File: src/rtl/core/pcfd_pkg.sv
package pcfd_pkg;

    // Sizes of the configuration port
    localparam int CFG_IDX_W  = 2;
    localparam int CFG_DATA_W = 64;

    // Default pin count and the widest pin field of a frame
    localparam int PIN_COUNT_DEF = 64;
    localparam int PIN_BYTE_W    = 8;

    // Decoupling queue between parser and executor
    localparam int QUEUE_DEPTH = 2;
    localparam int QPTR_W      = (QUEUE_DEPTH > 1) ? $clog2(QUEUE_DEPTH) : 1;
    localparam int QCNT_W      = $clog2(QUEUE_DEPTH + 1);

    // Configuration register indexes
    localparam logic [CFG_IDX_W-1:0] REG_DIGITAL_MASK = 2'd0;
    localparam logic [CFG_IDX_W-1:0] REG_PWM_MASK     = 2'd1;
    localparam logic [CFG_IDX_W-1:0] REG_LED_MASK     = 2'd2;

    // Write kinds
    localparam logic [1:0] KIND_DIGITAL = 2'd0;
    localparam logic [1:0] KIND_PWM     = 2'd1;
    localparam logic [1:0] KIND_LED     = 2'd2;

    // Frame completion status
    localparam logic [1:0] ST_COMPLETE   = 2'd0;
    localparam logic [1:0] ST_EARLY_END  = 2'd1;
    localparam logic [1:0] ST_BAD_HEADER = 2'd2;

    // Frame constants
    localparam logic [7:0] HEADER_BYTE = 8'hAA;
    localparam logic [7:0] PCT_FULL    = 8'd100;
    localparam logic [7:0] DUTY_MAX    = 8'd255;

    // Percent to duty: floor(p * 255 / 100) == (p * PWM_RECIP) >> PWM_SHIFT for p <= 100
    localparam int          PWM_SHIFT = 19;
    localparam logic [20:0] PWM_RECIP = 21'd1336965;

    typedef struct packed {
        logic [7:0] data_byte;
        logic       frame_first;
        logic       frame_last;
    } in_item_t;

    typedef struct packed {
        logic       write_valid;
        logic [1:0] write_kind;
        logic [5:0] pin_number;
        logic [7:0] level_or_duty;
        logic [7:0] red;
        logic [7:0] green;
        logic [7:0] blue;
        logic       frame_done;
        logic [1:0] frame_status;
    } out_item_t;

    // Classified command from parser to executor
    typedef struct packed {
        logic                  has_entry;
        logic [1:0]            kind;
        logic [PIN_BYTE_W-1:0] pin;
        logic [7:0]            value;
        logic [7:0]            red;
        logic [7:0]            green;
        logic                  done;
        logic [1:0]            status;
    } cmd_t;

endpackage

File: src/rtl/core/pcfd_front.sv
module pcfd_front (
    input  logic              clk,
    input  logic              rst_n,
    input  logic              in_fire,
    input  pcfd_pkg::in_item_t in_item,
    output logic              cmd_push,
    output pcfd_pkg::cmd_t    cmd
);
    import pcfd_pkg::*;

    typedef enum logic [7:0] {
        PH_HEADER = 8'b0000_0001,
        PH_DCOUNT = 8'b0000_0010,
        PH_DENTRY = 8'b0000_0100,
        PH_PCOUNT = 8'b0000_1000,
        PH_PENTRY = 8'b0001_0000,
        PH_LCOUNT = 8'b0010_0000,
        PH_LENTRY = 8'b0100_0000,
        PH_BAD    = 8'b1000_0000
    } phase_t;

    phase_t     phase_reg, phase_next, phase_cur;
    logic [7:0] left_reg, left_next;
    logic [1:0] idx_reg, idx_next;
    logic [7:0] pin_reg, pin_next;
    logic [7:0] red_reg, red_next;
    logic [7:0] green_reg, green_next;
    logic [7:0] b;

    // Parse one byte and classify it
    always_comb
    begin
        b          = in_item.data_byte;
        phase_cur  = in_item.frame_first ? PH_HEADER : phase_reg;
        phase_next = phase_cur;
        left_next  = left_reg;
        idx_next   = idx_reg;
        pin_next   = pin_reg;
        red_next   = red_reg;
        green_next = green_reg;

        cmd.has_entry = 1'b0;
        cmd.kind      = KIND_DIGITAL;
        cmd.pin       = pin_reg;
        cmd.value     = b;
        cmd.red       = red_reg;
        cmd.green     = green_reg;
        cmd.done      = 1'b0;
        cmd.status    = ST_COMPLETE;

        case (phase_cur)
            PH_HEADER:
            begin
                phase_next = (b == HEADER_BYTE) ? PH_DCOUNT : PH_BAD;
            end
            PH_DCOUNT:
            begin
                left_next  = b;
                idx_next   = 2'd0;
                phase_next = (b != 8'd0) ? PH_DENTRY : PH_PCOUNT;
            end
            PH_PCOUNT:
            begin
                left_next  = b;
                idx_next   = 2'd0;
                phase_next = (b != 8'd0) ? PH_PENTRY : PH_LCOUNT;
            end
            PH_DENTRY, PH_PENTRY:
            begin
                if (idx_reg == 2'd0)
                begin
                    pin_next = b;
                    idx_next = 2'd1;
                end
                else
                begin
                    cmd.has_entry = 1'b1;
                    cmd.kind      = (phase_cur == PH_DENTRY) ? KIND_DIGITAL : KIND_PWM;
                    idx_next      = 2'd0;
                    left_next     = left_reg - 8'd1;
                    if (left_reg == 8'd1)
                    begin
                        phase_next = (phase_cur == PH_DENTRY) ? PH_PCOUNT : PH_LCOUNT;
                    end
                end
            end
            PH_LCOUNT:
            begin
                left_next  = b;
                idx_next   = 2'd0;
                phase_next = PH_LENTRY;
            end
            PH_LENTRY:
            begin
                if (left_reg != 8'd0)
                begin
                    case (idx_reg)
                        2'd0:
                        begin
                            pin_next = b;
                            idx_next = 2'd1;
                        end
                        2'd1:
                        begin
                            red_next = b;
                            idx_next = 2'd2;
                        end
                        2'd2:
                        begin
                            green_next = b;
                            idx_next   = 2'd3;
                        end
                        default:
                        begin
                            cmd.has_entry = 1'b1;
                            cmd.kind      = KIND_LED;
                            idx_next      = 2'd0;
                            left_next     = left_reg - 8'd1;
                        end
                    endcase
                end
            end
            default:
            begin
                phase_next = phase_cur;
            end
        endcase

        // Close the frame and report
        if (in_item.frame_last)
        begin
            cmd.done = 1'b1;
            if (phase_next == PH_BAD)
                cmd.status = ST_BAD_HEADER;
            else if (phase_next == PH_LENTRY)
                cmd.status = ST_COMPLETE;
            else
                cmd.status = ST_EARLY_END;
            phase_next = PH_HEADER;
            left_next  = 8'd0;
            idx_next   = 2'd0;
        end
    end

    assign cmd_push = in_fire && (cmd.has_entry || cmd.done);

    // Advance parse control state
    always_ff @(posedge clk or negedge rst_n)
    begin
        if (!rst_n)
        begin
            phase_reg <= PH_HEADER;
            left_reg  <= 8'd0;
            idx_reg   <= 2'd0;
        end
        else if (in_fire)
        begin
            phase_reg <= phase_next;
            left_reg  <= left_next;
            idx_reg   <= idx_next;
        end
    end

    // Hold entry bytes
    always_ff @(posedge clk)
    begin
        if (in_fire)
        begin
            pin_reg   <= pin_next;
            red_reg   <= red_next;
            green_reg <= green_next;
        end
    end

endmodule

File: src/rtl/core/pcfd_queue.sv
module pcfd_queue (
    input  logic           clk,
    input  logic           rst_n,
    input  logic           push,
    input  pcfd_pkg::cmd_t push_data,
    input  logic           pop,
    output pcfd_pkg::cmd_t head,
    output logic           not_empty,
    output logic           full
);
    import pcfd_pkg::*;

    cmd_t              entry_reg [QUEUE_DEPTH];
    logic [QPTR_W-1:0] wr_ptr_reg, wr_ptr_next;
    logic [QPTR_W-1:0] rd_ptr_reg, rd_ptr_next;
    logic [QCNT_W-1:0] count_reg, count_next;
    logic              do_push, do_pop;

    assign not_empty = (count_reg != '0);
    assign full      = (count_reg == QCNT_W'(QUEUE_DEPTH));
    assign head      = entry_reg[rd_ptr_reg];
    assign do_push   = push && !full;
    assign do_pop    = pop && not_empty;

    // Advance pointers with wrap
    always_comb
    begin
        wr_ptr_next = wr_ptr_reg;
        rd_ptr_next = rd_ptr_reg;
        count_next  = count_reg;
        if (do_push)
            wr_ptr_next = (wr_ptr_reg == QPTR_W'(QUEUE_DEPTH - 1)) ? '0 : wr_ptr_reg + 1'b1;
        if (do_pop)
            rd_ptr_next = (rd_ptr_reg == QPTR_W'(QUEUE_DEPTH - 1)) ? '0 : rd_ptr_reg + 1'b1;
        if (do_push && !do_pop)
            count_next = count_reg + 1'b1;
        else if (do_pop && !do_push)
            count_next = count_reg - 1'b1;
    end

    always_ff @(posedge clk or negedge rst_n)
    begin
        if (!rst_n)
        begin
            wr_ptr_reg <= '0;
            rd_ptr_reg <= '0;
            count_reg  <= '0;
        end
        else
        begin
            wr_ptr_reg <= wr_ptr_next;
            rd_ptr_reg <= rd_ptr_next;
            count_reg  <= count_next;
        end
    end

    // Store pushed command
    always_ff @(posedge clk)
    begin
        if (do_push)
            entry_reg[wr_ptr_reg] <= push_data;
    end

endmodule

File: src/rtl/core/pcfd_back.sv
module pcfd_back #(
    parameter int PIN_COUNT = pcfd_pkg::PIN_COUNT_DEF
) (
    input  logic                 clk,
    input  logic                 rst_n,
    input  logic [PIN_COUNT-1:0] digital_mask,
    input  logic [PIN_COUNT-1:0] pwm_mask,
    input  logic [PIN_COUNT-1:0] led_mask,
    input  logic                 head_valid,
    input  pcfd_pkg::cmd_t       head,
    output logic                 pop,
    output logic                 out_valid,
    input  logic                 out_ready,
    output pcfd_pkg::out_item_t  out_data
);
    import pcfd_pkg::*;

    localparam int PIN_W = (PIN_COUNT > 1) ? $clog2(PIN_COUNT) : 1;
    localparam int PAD_W = 1 << PIN_W;

    logic [PIN_COUNT-1:0] mask_sel;
    logic [PAD_W-1:0]     mask_pad;
    logic                 pin_ok;
    logic                 has_out;
    logic [27:0]          duty_prod;
    logic [7:0]           duty;
    out_item_t            result;
    logic                 out_valid_reg, out_valid_next;
    out_item_t            out_data_reg;

    // Select the mask for this kind and test the pin
    always_comb
    begin
        case (head.kind)
            KIND_DIGITAL: mask_sel = digital_mask;
            KIND_PWM:     mask_sel = pwm_mask;
            KIND_LED:     mask_sel = led_mask;
            default:      mask_sel = '0;
        endcase
        mask_pad = PAD_W'(mask_sel);
        pin_ok   = (head.pin < PIN_BYTE_W'(PIN_COUNT)) && mask_pad[head.pin[PIN_W-1:0]];
    end

    // Scale percent to duty, saturate above full scale
    assign duty_prod = 28'(head.value[6:0]) * 28'(PWM_RECIP);
    assign duty      = (head.value > PCT_FULL) ? DUTY_MAX : duty_prod[PWM_SHIFT+7:PWM_SHIFT];

    // Build the result item
    always_comb
    begin
        result              = '0;
        result.frame_done   = head.done;
        result.frame_status = head.done ? head.status : ST_COMPLETE;
        if (head.has_entry && pin_ok)
        begin
            result.write_valid = 1'b1;
            result.write_kind  = head.kind;
            result.pin_number  = head.pin[5:0];
            case (head.kind)
                KIND_DIGITAL:
                    result.level_or_duty = {7'd0, (head.value != 8'd0)};
                KIND_PWM:
                    result.level_or_duty = duty;
                default:
                begin
                    result.red   = head.red;
                    result.green = head.green;
                    result.blue  = head.value;
                end
            endcase
        end
        has_out = result.write_valid || result.frame_done;
    end

    // Drain the queue whenever the output register is free
    assign pop = head_valid && (!out_valid_reg || out_ready);

    always_comb
    begin
        out_valid_next = out_valid_reg;
        if (!out_valid_reg || out_ready)
            out_valid_next = head_valid && has_out;
    end

    always_ff @(posedge clk or negedge rst_n)
    begin
        if (!rst_n)
            out_valid_reg <= 1'b0;
        else
            out_valid_reg <= out_valid_next;
    end

    // Hold result until transfer
    always_ff @(posedge clk)
    begin
        if (pop && has_out)
            out_data_reg <= result;
    end

    assign out_valid = out_valid_reg;
    assign out_data  = out_data_reg;

endmodule

File: src/rtl/core/pin_command_frame_decoder_unit.sv
// A result passes the command queue and then the output register before it is presented.
// Throughput: one byte per cycle while the command queue is not full; the parser, a
// two-entry command queue and the output register each take one item per cycle.
// Bytes with no entry and no frame report skip the queue; unmasked entries drop at its head.
// Reset (rst_n low, asynchronous): masks clear to zero, parser expects a header, queue and
// output register empty.
module pin_command_frame_decoder_unit #(
    parameter int PIN_COUNT = pcfd_pkg::PIN_COUNT_DEF
) (
    input  logic                                clk,
    input  logic                                rst_n,
    input  logic                                cfg_write_en,
    input  logic [pcfd_pkg::CFG_IDX_W-1:0]      cfg_index,
    input  logic [pcfd_pkg::CFG_DATA_W-1:0]     cfg_data,
    input  logic                                in_valid,
    output logic                                in_ready,
    input  pcfd_pkg::in_item_t                  in_data,
    output logic                                out_valid,
    input  logic                                out_ready,
    output pcfd_pkg::out_item_t                 out_data
);
    import pcfd_pkg::*;

    logic [PIN_COUNT-1:0] digital_mask_reg;
    logic [PIN_COUNT-1:0] pwm_mask_reg;
    logic [PIN_COUNT-1:0] led_mask_reg;
    logic                 in_fire;
    logic                 cmd_push;
    cmd_t                 cmd;
    cmd_t                 head;
    logic                 head_valid;
    logic                 q_full;
    logic                 pop;

    // Write configuration masks
    always_ff @(posedge clk or negedge rst_n)
    begin
        if (!rst_n)
        begin
            digital_mask_reg <= '0;
            pwm_mask_reg     <= '0;
            led_mask_reg     <= '0;
        end
        else if (cfg_write_en)
        begin
            case (cfg_index)
                REG_DIGITAL_MASK: digital_mask_reg <= cfg_data[PIN_COUNT-1:0];
                REG_PWM_MASK:     pwm_mask_reg     <= cfg_data[PIN_COUNT-1:0];
                REG_LED_MASK:     led_mask_reg     <= cfg_data[PIN_COUNT-1:0];
                default:          ;
            endcase
        end
    end

    assign in_ready = !q_full;
    assign in_fire  = in_valid && in_ready;

    pcfd_front u_front (
        .clk      (clk),
        .rst_n    (rst_n),
        .in_fire  (in_fire),
        .in_item  (in_data),
        .cmd_push (cmd_push),
        .cmd      (cmd)
    );

    pcfd_queue u_queue (
        .clk       (clk),
        .rst_n     (rst_n),
        .push      (cmd_push),
        .push_data (cmd),
        .pop       (pop),
        .head      (head),
        .not_empty (head_valid),
        .full      (q_full)
    );

    pcfd_back #(
        .PIN_COUNT (PIN_COUNT)
    ) u_back (
        .clk          (clk),
        .rst_n        (rst_n),
        .digital_mask (digital_mask_reg),
        .pwm_mask     (pwm_mask_reg),
        .led_mask     (led_mask_reg),
        .head_valid   (head_valid),
        .head         (head),
        .pop          (pop),
        .out_valid    (out_valid),
        .out_ready    (out_ready),
        .out_data     (out_data)
    );

`ifndef SYNTH
    // Every presented result carries a write or a frame report
    a_result_nonempty: assert property (@(posedge clk) disable iff (!rst_n)
        out_valid |-> (out_data.write_valid || out_data.frame_done))
        else $error("empty result presented");

    // Digital writes carry a level of 0 or 1 and no color
    a_digital_level: assert property (@(posedge clk) disable iff (!rst_n)
        (out_valid && out_data.write_valid && out_data.write_kind == KIND_DIGITAL)
        |-> (out_data.level_or_duty <= 8'd1 && out_data.red == 8'd0
             && out_data.green == 8'd0 && out_data.blue == 8'd0))
        else $error("bad digital write");

    // LED writes carry no level
    a_led_no_level: assert property (@(posedge clk) disable iff (!rst_n)
        (out_valid && out_data.write_valid && out_data.write_kind == KIND_LED)
        |-> (out_data.level_or_duty == 8'd0))
        else $error("LED write with level");

    // Status is zero unless a frame is reported
    a_status_idle: assert property (@(posedge clk) disable iff (!rst_n)
        (out_valid && !out_data.frame_done) |-> (out_data.frame_status == ST_COMPLETE))
        else $error("status without frame report");
`endif

endmodule

File: config.mk
export PLATFORM = sky130hd
export DESIGN_NAME = pin_command_frame_decoder_unit
export DESIGN_NICKNAME = d
export VERILOG_FILES = /design/src/rtl/core/pcfd_pkg.sv /design/src/rtl/core/pcfd_front.sv /design/src/rtl/core/pcfd_queue.sv /design/src/rtl/core/pcfd_back.sv /design/src/rtl/core/pin_command_frame_decoder_unit.sv
export SDC_FILE = /design/constraint.sdc
export NUM_CORES = 1
export LEC_CHECK = 0
export BUFFER_PORTS_ARGS = -buffer_cell sky130_fd_sc_hd__buf_2
export CAP_MARGIN = 40
export CORE_ASPECT_RATIO = 0.8
export CORE_MARGIN = 2
export CORE_UTILIZATION = 40
export CTS_BUF_LIST = sky130_fd_sc_hd__clkbuf_16
export DETAILED_ROUTE_END_ITERATION = 7
export HOLD_SLACK_MARGIN = 0.12
export RECOVER_POWER = 25
export SLEW_MARGIN = 5
export SYNTH_ARGS = -nofsm -noshare
export SYNTH_HDL_FRONTEND = slang
export SYNTH_SLANG_ARGS = --single-unit
File: constraint.sdc
create_clock -name clk -period 5.6 [get_ports clk]
set_input_delay 0.56 -clock clk [delete_from_list [all_inputs] [get_ports clk]]
set_output_delay 0.56 -clock clk [all_outputs]
set_load 0.02 [all_outputs]
==> results_dict.tcl <==
set metrics [dict create \
    grt_overflow 0 \
    finalCoreUtilization_pct 46.2 \
    tritoncts "built" \
    cts_root_buffer "clkbuf_16" \
    netSwitchingPower_mw 3.85 \
    synth_ff_type "dfrtp_1" \
    cts.sinks 359 \
    grt_pass1_vias 11200 \
    crit_fanout 10 \
    fin_crit_sh_pct 86.5 \
    seq_area_frac_synth_pct 55.4 \
    yosysWarnings 0 \
    fmax_ghz 0.207 \
    final_hold_viol_count 0 \
    p_total_mw 10.2 \
    r2r_end "u_back.out_data[33]" \
    synth_cells 1286 \
    dr_total_vias 10900 \
    drt-pass1-iter-count 5 \
    grt_pass1_wl_mm 64.9 \
    hold_path.class "in2reg" \
    critPathLaunchType "register" \
    cp-startpoint "u_queue.rd_ptr_reg" \
    cts_buffers 39 \
    antenna_found_initial 6 \
    ant_nets 0 \
    reg2reg_slack_ns 0.76 \
    violations "capacitance limit, slew limit" \
    routed_wirelength_mm 41.7 \
    synth_seq_cells 359 \
    dpl.hpwl_mm 28.2 \
    place.port_buffers 126 \
    tightestPinTransition_ns 3.01 \
    rows 68 \
    clock_latency_ns 0.55 \
    reg2reg_depth 17 \
    cp-endpoint "u_back.out_data[33]" \
    cap_violations 2 \
    synth_nets 1448 \
    grt_max_degree 165 \
    dieArea_um2 45500 \
    path_clk_slew_ns 0.06 \
    p_int_mw 6.35 \
    clk_path_buf_depth 3 \
    fin_crit_ns 4.84 \
    post_synth.cell_area_avg_um2 13.6 \
    synth_edf_count 144 \
    grtUsageTotal_pct 18.4 \
    maxSlewHeadroom_pct -101 \
    crit_required_ns 5.86 \
    ir_drop_mv 0.314 \
    worstSetupPathType "reg2reg" \
    pwr-share-comb_pct 41.7 \
    drtIter0Drc 729 \
    synth_cell_types 78 \
    endpoint_kind "register" \
    drive_above_1_share_pct 30.6 \
    clkPwrFrac_pct 23.2 \
    fin_area_um2 20000 \
    routedWlPerCell_um 20.8 \
    cts_resized 0 \
    critPathArrivalTime_ns 5.10 \
    setup-violations-final 0 \
    synth_top_area_cell "dfrtp_1" \
    clock-skew-final_ns 0.0248 \
    postPlaceCellArea_um2 18800 \
    start_util_pct 40.5 \
    place_congestion 0.875 \
    fillCellCount 3851 \
    seq_power_share_pct 35.0 \
    drcViolationCount 0 \
    post_cts_buffers 0 \
    die_h_um 191 \
    fp.coreArea_um2 43200 \
    synth_area_leaders "dfrtp_1, edfxtp_1, mux2_2, ha_1, mux2i_1" \
    largest_register_ffs 76 \
    num_io_pins 127 \
    syn2layout_area_growth_pct 14.0 \
    fin_nets 1578 \
    r2r-start "u_queue.rd_ptr_reg" \
    syn_area_um2 17500 \
    status "complete, but fails checks" \
    p_leak_nw 8.23 \
    swShare_pct 37.7 \
    power_density_nw_per_um2 511 \
    via_per_inst 5.44 \
    yosysTopAreaCellShare_pct 30.6 \
    die_x_um 238 \
    fin_tns_setup_ns 0 \
    maxSlewViolCount 83 \
    rsz0062_at_grt "no" \
    postSynth.asyncResetShare_pct 59.9 \
    worstHoldStart "cfg_data[15]" \
    cts_max_level 2 \
]
layout make-up:
cell class | instances | area (um2) | share of cell area (%)
tap | 560 | 701 | 3.51
antenna | 3 | 7.51 | 0.0376
clock inverter | 32 | 201 | 1.01
inverter | 54 | 203 | 1.01
timing repair buffer | 154 | 932 | 4.67
clock buffer | 39 | 976 | 4.89
sequential | 359 | 9710 | 48.6
multi-input combinational | 808 | 7240 | 36.3
repair_timing:
action / in CTS / in global routing
endpoints found under the setup margin: 0 / 0
hold endpoints to repair: 51 / 0
hold buffers: 1 / 0
kinds of logic after synthesis:
group | Yosys count | share of synthesized area, %
muxes | 275 | 18.4
adders and majority gates | 81 | 6.34
AOI/OAI and AO/OA | 194 | 8.14
xor gates and xnor gates | 18 | 0.900
buffers and inverters | 119 | 3.46
and+or+nand+nor | 240 | 7.38
DFF | 359 | 55.4
synth_stat cells, types with 9 or more instances:
master    instances
clkbuf_1         35
nand2b_1         12
a221o_1          10
nor4_1            9
nand3_1           9
edfxtp_1        144
mux2_2          195
nand2_1          85
nor3_2           25
a21oi_1          46
ha_1             68
dfrtp_1         214
nor3_1           22
o22ai_1          21
inv_1            54
o21ai_0          24
fa_1             13
xnor2_1          10
buf_2             9
o31ai_1           9
nor2_1           33
mux2i_1          63
buf_6            10
metal layers:
layer / global-route usage [%] / wire [um] / vias up
li1: - / - / 5078
met1: 26.4 / 19900 / 5548
met2: 28.5 / 18800 / 233
met3: 3.71 / 2120 / 63
met4: 4.74 / 801 / 6
met5: 0 / 37 / -
power by group through the flow:
stage | clock network, mW | logic [mW] | registers, mW
2_1_floorplan | 0 | 3.05 | 3.71
3_3_place_gp | 0 | 4.21 | 3.61
3_5_place_dp | 0 | 4.25 | 3.62
4_1_cts | 2.43 | 4.30 | 3.58
5_1_grt | 2.53 | 4.73 | 3.63
6_report | 2.37 | 4.26 | 3.58
critical path: stages (launching register included):
cell	delay [ns]
dfrtp_4	0.55
mux2i_1	0.38
inv_1	0.21
ha_1	0.37
ha_1	0.31
fa_1	0.50
inv_1	0.05
fa_1	0.50
inv_1	0.05
ha_1	0.28
nand3_1	0.09
o21ai_0	0.16
o211ai_1	0.13
a31oi_1	0.33
a31oi_1	0.20
o21bai_1	0.20
xnor2_1	0.15
a211oi_2	0.09
worst min-delay path by stage:
stage	endpoint	slack, ns	cells past startpoint
6_report	digital_mask_reg[15]	0.27	2
5_1_grt	digital_mask_reg[15]	0.27	2
2_1_floorplan	digital_mask_reg[0]	0.26	0
3_5_place_dp	u_queue.entry_reg[0][10]	0.43	0
4_1_cts	digital_mask_reg[15]	0.25	2
3_3_place_gp	u_queue.entry_reg[0][18]	0.42	0
layout by cell type, fill, tap and decap left out, types with 10 or more instances in the layout:
cell type	n
dfrtp_1	213
mux2_2	195
edfxtp_1	144
buf_2	115
nand2_1	85
ha_1	68
inv_1	64
mux2i_1	62
a21oi_1	46
clkbuf_16	39
nor2_1	33
nor3_2	26
o21ai_0	24
nor3_1	21
o22ai_1	21
clkbuf_1	15
buf_4	14
fa_1	13
nand2b_1	12
clkinv_1	12
xnor2_1	10
a221o_1	10
metrics by stage:
step | cells | setup slack (ns) | hold slack [ns]
finish | 2009 | 0.758 | 0.272
global route | 2006 | 0.395 | 0.268
CTS | 2006 | 0.713 | 0.249
detailed placement | 1934 | 0.751 | 0.432
global placement | 1927 | 0.841 | 0.424
floorplan | 1286 | 0.397 | 0.264
(Power assumes the default switching activity.)
